[src/rtl/core/sbpm_pkg.sv]
// Package: shared types, constants and state codes for the spectrum bar peak meter.
`timescale 1ns / 1ps
package sbpm_pkg;

	localparam int NUM_BINS_DEF = 512;
	localparam int MAX_BARS_DEF = 64;
	localparam logic [17:0] DB_PER_LOG2_Q16 = 18'd197283;

	localparam logic [15:0] MIN_DB_RST = 16'hA000;
	localparam logic [15:0] MAX_DB_RST = 16'h0000;
	localparam logic [15:0] DECAY_RST  = 16'd62259;
	localparam logic [6:0]  COUNT_RST  = 7'd40;

	localparam logic [1:0] REG_MIN_DB = 2'd0;
	localparam logic [1:0] REG_MAX_DB = 2'd1;
	localparam logic [1:0] REG_DECAY  = 2'd2;
	localparam logic [1:0] REG_COUNT  = 2'd3;

	localparam logic CMD_RANGE = 1'b0;
	localparam logic CMD_BIN   = 1'b1;

	typedef struct packed {
		logic               cmd;
		logic [5:0]         bar_slot;
		logic [8:0]         range_low;
		logic [9:0]         range_high;
		logic signed [23:0] bin_re;
		logic signed [23:0] bin_im;
		logic               frame_end;
	} in_item_t;

	typedef struct packed {
		logic [5:0]  bar_number;
		logic [15:0] level;
		logic [15:0] peak;
		logic        last_bar;
	} out_item_t;

	typedef enum logic [3:0] {
		ST_IDLE,
		ST_BIN,
		ST_BAR_START,
		ST_SCAN,
		ST_SCAN_TAIL,
		ST_LOG_NORM,
		ST_LOG_SQ,
		ST_DB,
		ST_LEVEL,
		ST_DIV,
		ST_PEAK,
		ST_OUT
	} state_t;

	typedef struct packed {
		logic store_bin;
		logic write_range;
		logic clear_counter;
		logic bar_start;
		logic scan_step;
		logic log_norm;
		logic log_sq;
		logic db_calc;
		logic level_calc;
		logic div_step;
		logic peak_calc;
		logic out_load;
		logic next_bar;
	} ctrl_t;

	typedef struct packed {
		logic scan_done;
		logic log_done;
		logic div_needed;
		logic div_done;
		logic bars_done;
		logic no_bars;
	} stat_t;

endpackage

[src/rtl/core/sbpm_ctrl.sv]
// Controller: sequences bin storage and the per-bar frame walk.
`timescale 1ns / 1ps
module sbpm_ctrl (
	input  logic              clk,
	input  logic              arst_n,
	input  logic              in_valid,
	input  sbpm_pkg::in_item_t in_data,
	output logic              in_stall,
	input  logic              out_valid,
	input  logic              out_stall,
	input  sbpm_pkg::stat_t   stat,
	output sbpm_pkg::ctrl_t   ctrl
);
	import sbpm_pkg::*;

	state_t state_q, state_d;
	logic   fe_q;
	logic   acc;

	assign in_stall = (state_q != ST_IDLE);
	assign acc = in_valid && !in_stall;

	always_ff @(posedge clk or negedge arst_n) begin
		if (!arst_n) begin
			state_q <= ST_IDLE;
			fe_q    <= 1'b0;
		end else begin
			state_q <= state_d;
			if (acc) fe_q <= in_data.frame_end;
		end
	end

	always_comb begin
		state_d = state_q;
		case (state_q)
			ST_IDLE: begin
				if (acc && in_data.cmd == CMD_BIN) state_d = ST_BIN;
			end
			ST_BIN: begin
				if (!fe_q) state_d = ST_IDLE;
				else if (stat.no_bars) state_d = ST_IDLE;
				else state_d = ST_BAR_START;
			end
			ST_BAR_START: state_d = ST_SCAN;
			ST_SCAN: begin
				if (stat.scan_done) state_d = ST_SCAN_TAIL;
			end
			ST_SCAN_TAIL: state_d = ST_LOG_NORM;
			ST_LOG_NORM:  state_d = ST_LOG_SQ;
			ST_LOG_SQ: begin
				if (stat.log_done) state_d = ST_DB;
			end
			ST_DB: state_d = ST_LEVEL;
			ST_LEVEL: begin
				state_d = stat.div_needed ? ST_DIV : ST_PEAK;
			end
			ST_DIV: begin
				if (stat.div_done) state_d = ST_PEAK;
			end
			ST_PEAK: begin
				if (!out_valid || !out_stall) state_d = ST_OUT;
			end
			ST_OUT: state_d = stat.bars_done ? ST_IDLE : ST_BAR_START;
			default: state_d = ST_IDLE;
		endcase
	end

	always_comb begin
		ctrl = '0;
		case (state_q)
			ST_IDLE: begin
				ctrl.store_bin   = acc && in_data.cmd == CMD_BIN;
				ctrl.write_range = acc && in_data.cmd == CMD_RANGE;
			end
			ST_BIN: begin
				ctrl.clear_counter = fe_q;
			end
			ST_BAR_START: ctrl.bar_start = 1'b1;
			ST_SCAN:      ctrl.scan_step = 1'b1;
			ST_LOG_NORM:  ctrl.log_norm = 1'b1;
			ST_LOG_SQ:    ctrl.log_sq = 1'b1;
			ST_DB:        ctrl.db_calc = 1'b1;
			ST_LEVEL:     ctrl.level_calc = 1'b1;
			ST_DIV:       ctrl.div_step = 1'b1;
			ST_PEAK:      ctrl.peak_calc = !out_valid || !out_stall;
			ST_OUT: begin
				ctrl.out_load = 1'b1;
				ctrl.next_bar = 1'b1;
			end
			default: ctrl = '0;
		endcase
	end

endmodule

[config.mk]
export PLATFORM = sky130hd
export DESIGN_NAME = sbpm_ctrl
export DESIGN_NICKNAME = d
export VERILOG_FILES = /design/src/rtl/core/sbpm_pkg.sv /design/src/rtl/core/sbpm_ctrl.sv
export SDC_FILE = /design/constraint.sdc
export NUM_CORES = 1
export LEC_CHECK = 0
export BUFFER_PORTS_ARGS = -buffer_cell sky130_fd_sc_hd__buf_2
export CAP_MARGIN = 20
export CORE_MARGIN = 4
export CORE_UTILIZATION = 24
export DETAILED_ROUTE_END_ITERATION = 16
export PLACE_DENSITY = 0.84
export SLEW_MARGIN = 15
export SYNTH_ARGS = -nofsm -noshare
export SYNTH_HDL_FRONTEND = slang
export SYNTH_SLANG_ARGS = --single-unit
[constraint.sdc]
create_clock -name clk -period 1.85 [get_ports clk]
set_input_delay 0.0925 -clock clk [delete_from_list [all_inputs] [get_ports clk]]
set_output_delay 0.0925 -clock clk [all_outputs]
set_load 0.005 [all_outputs]
==> metrics.txt <==
Min-Delay Path Class input port to register; post-synthesis sequential area ratio roughly 26%; switching part of the total a little under half; Reg power frac 29.9%; footprint of the multi-input gates around 300 sq um; n_diodes 0; routability cong. around 0.74; Setup CP Type register to primary output; Area contributors post-synth dfrtp_1 (26%), buf_6 (7.0%), nor2_1 (5.4%), nor4bb_4 (5.2%), nand2_1 (4.6%); FF-to-FF setup slack roughly 260 ps; Setup TNS Final 0 ps; DRC 0; Die ar. approximately 2800 sq um; gr usage total 9.75%; Distinct cells, synth 28; HP Start in_data[0]; critical path launch point type register; Max Freq around 600 MHz; CP Capture Type primary output; Post-Route WL 1220 um; Clk Latency, worst-skew pair 240 ps; initial antenna violation count 0; Setup WS pre-CTS between 200 and 300 ps; EDFF count, synth 0; DRT Pass-1 Iters 4; port bufs 26; initial core utilization about a quarter; post-cts sizing count 0; H-tree depth 1; Worst Path Max Fanout 9; worst setup slack after layout roughly 170 ps; CTS sink count 5; delay-heaviest family, CP simple AND/OR/NAND/NOR gates; Mapped Nets between 100 and 150; io pins 100; pin count of the biggest net entering global routing 12; critical path startpoint state_q[1]$_DFFE_PN0P_; Max Cap Violations 0; cell internal pwr 0.512 mW; Fin Clk Skew about 3.2 ps; Antenna Nets Post-Route 0; CTS tree yes; PD cells around 1400 nW/um^2; Synth area leader dfrtp_1; worst-path cell chain buf_4 > nand2b_1 > nor4b_1 > buf_2; Synth top area share between 20% and 30%; leakage 0.323 nW; post-route minimum period 1680 ps; Mapped Avg Cell Area approximately 8.5 sq um; top post-synthesis cells by count nor2_1 (7), nand2_1 (6), dfrtp_1 (5); Layout area overhead 34.8%; Avg Vias per Cell around 4.7; Worst Path Buf+Inv 2; switching power ~0.42 mW; Clock Path Buffers 2; status finished clean; DRT iter0 DRCs 19; CTS Buf Count 3; Nets between 150 and 200; Warnings, synthesis 0; unrepaired setup endpoints after global routing no; Relative slew margins 70.7%; worst vdd ir ~0.00086 V; Hold Buf Count CTS 1; asr flop ratio synth 100%; Die X between 50 and 60 um; top-count cell post-synth nor2_1; Final Cycle Share 90.6%; clock network power share 13.5%; Critical-path top delay cell dfrtp_1; first-pass GRT wire length 1970 um; DP Wirelength 950 um; dpl cell area just over 600 sq um; GRT overflow 0; FILL cells roughly 220; Via Count 525; Netlist Area Pre-Place just under 500 sq um; CTS root buf clkbuf_4; Worst EP required around 1800 ps; via count of the first global-routing pass 460; power share of the combinational group roughly 57%; reg-to-reg startpoint state_q[3]$_DFFE_PN0P_; fin. max-slew vios 0; Fin. Hold Viols 0; cell row count 16; Setup-failing EPs final 0; flip-flop and latch area 125 sq um; CTS clk-pin slew, worst paths 40 ps; Worst Path Arrival 1580 ps; Post-synth top flop dfrtp_1; Mapped Cells 57; Final Cell Area ~650 sq um; postcts setup bufs 0; CP max stage delay roughly 440 ps; die height between 50 and 60 um; Core ar. 1940 sq um; DR WL/cell about 11 um; share of cells above drive strength 1 between 40% and 50%; Tightest Pin Transition 439 ps; synthesized flop and latch total 5
-- area by class of cell --
| class | instances | area share (%) |
|---|---|---|
| Sequential cell | 5 | 19.1 |
| Timing Repair Buffer | 29 | 23.7 |
| Clock buffer | 4 | 4.02 |
| Inverter | 4 | 2.29 |
| Multi-Input combinational cell | 43 | 45.7 |
| Tap cell | 27 | 5.16 |
-- cell families after synthesis --
family | synth area share (%)
compound gates | 19.3
buf+inv | 12.6
flops | 25.8
mux | 4.38
simple gates | 37.9
-- per-stage QoR --
stage	total power, mW	hold WS, ps	utilization [%]	instances
2_1_floorplan	0.694	-203	-	57
3_3_place_gp	0.790	-91.5	31.8	107
3_5_place_dp	0.809	-91.1	31.8	107
4_1_cts	0.944	56.0	33.7	112
5_1_grt	1.03	58.0	33.7	112
6_report	0.935	59.2	33.7	112
-- placed cells by master, fill, tap and decap left out, types with 2 or more instances in the layout --
master,count
buf_2,26
nor2_1,7
nand2_1,6
dfrtp_1,5
inv_1,4
nand2b_1,3
nor3_1,3
nor3b_1,3
clkbuf_4,3
nor2b_1,2
a21oi_1,2
a31oi_1,2
buf_4,2
-- flip-flops by register name, summed over array words and instances, names as in the netlist --
name,count
fe_q,1
state_q,4
-- power groups by stage --
stage	clock (mW)	combinational, mW	sequential [mW]
6_report	0.126	0.529	0.280
5_1_grt	0.146	0.592	0.290
4_1_cts	0.131	0.535	0.278
3_5_place_dp	0	0.530	0.279
3_3_place_gp	0	0.515	0.275
2_1_floorplan	0	0.492	0.202
-- worst paths after layout --
path / endpoint / depth (start not counted)
min in group asynchronous: state_q[2]$_DFFE_PN0P_ / 2
setup reg to reg: state_q[1]$_DFFE_PN0P_ / 4
hold reg to reg: fe_q$_DFFE_PN0N_ / 1
max in group asynchronous: state_q[3]$_DFFE_PN0P_ / 2
setup / recovery: ctrl[10] / 4
hold / removal: fe_q$_DFFE_PN0N_ / 2
-- layer usage --
layer,vias to the layer above,track usage (%),wire length (um)
met5,-,0,0
met4,0,3.83,14
met3,4,5.35,141
met2,23,12.6,511
met1,243,13.1,547
li1,255,-,-
Note: power is estimated with default switching activity, not from simulation.
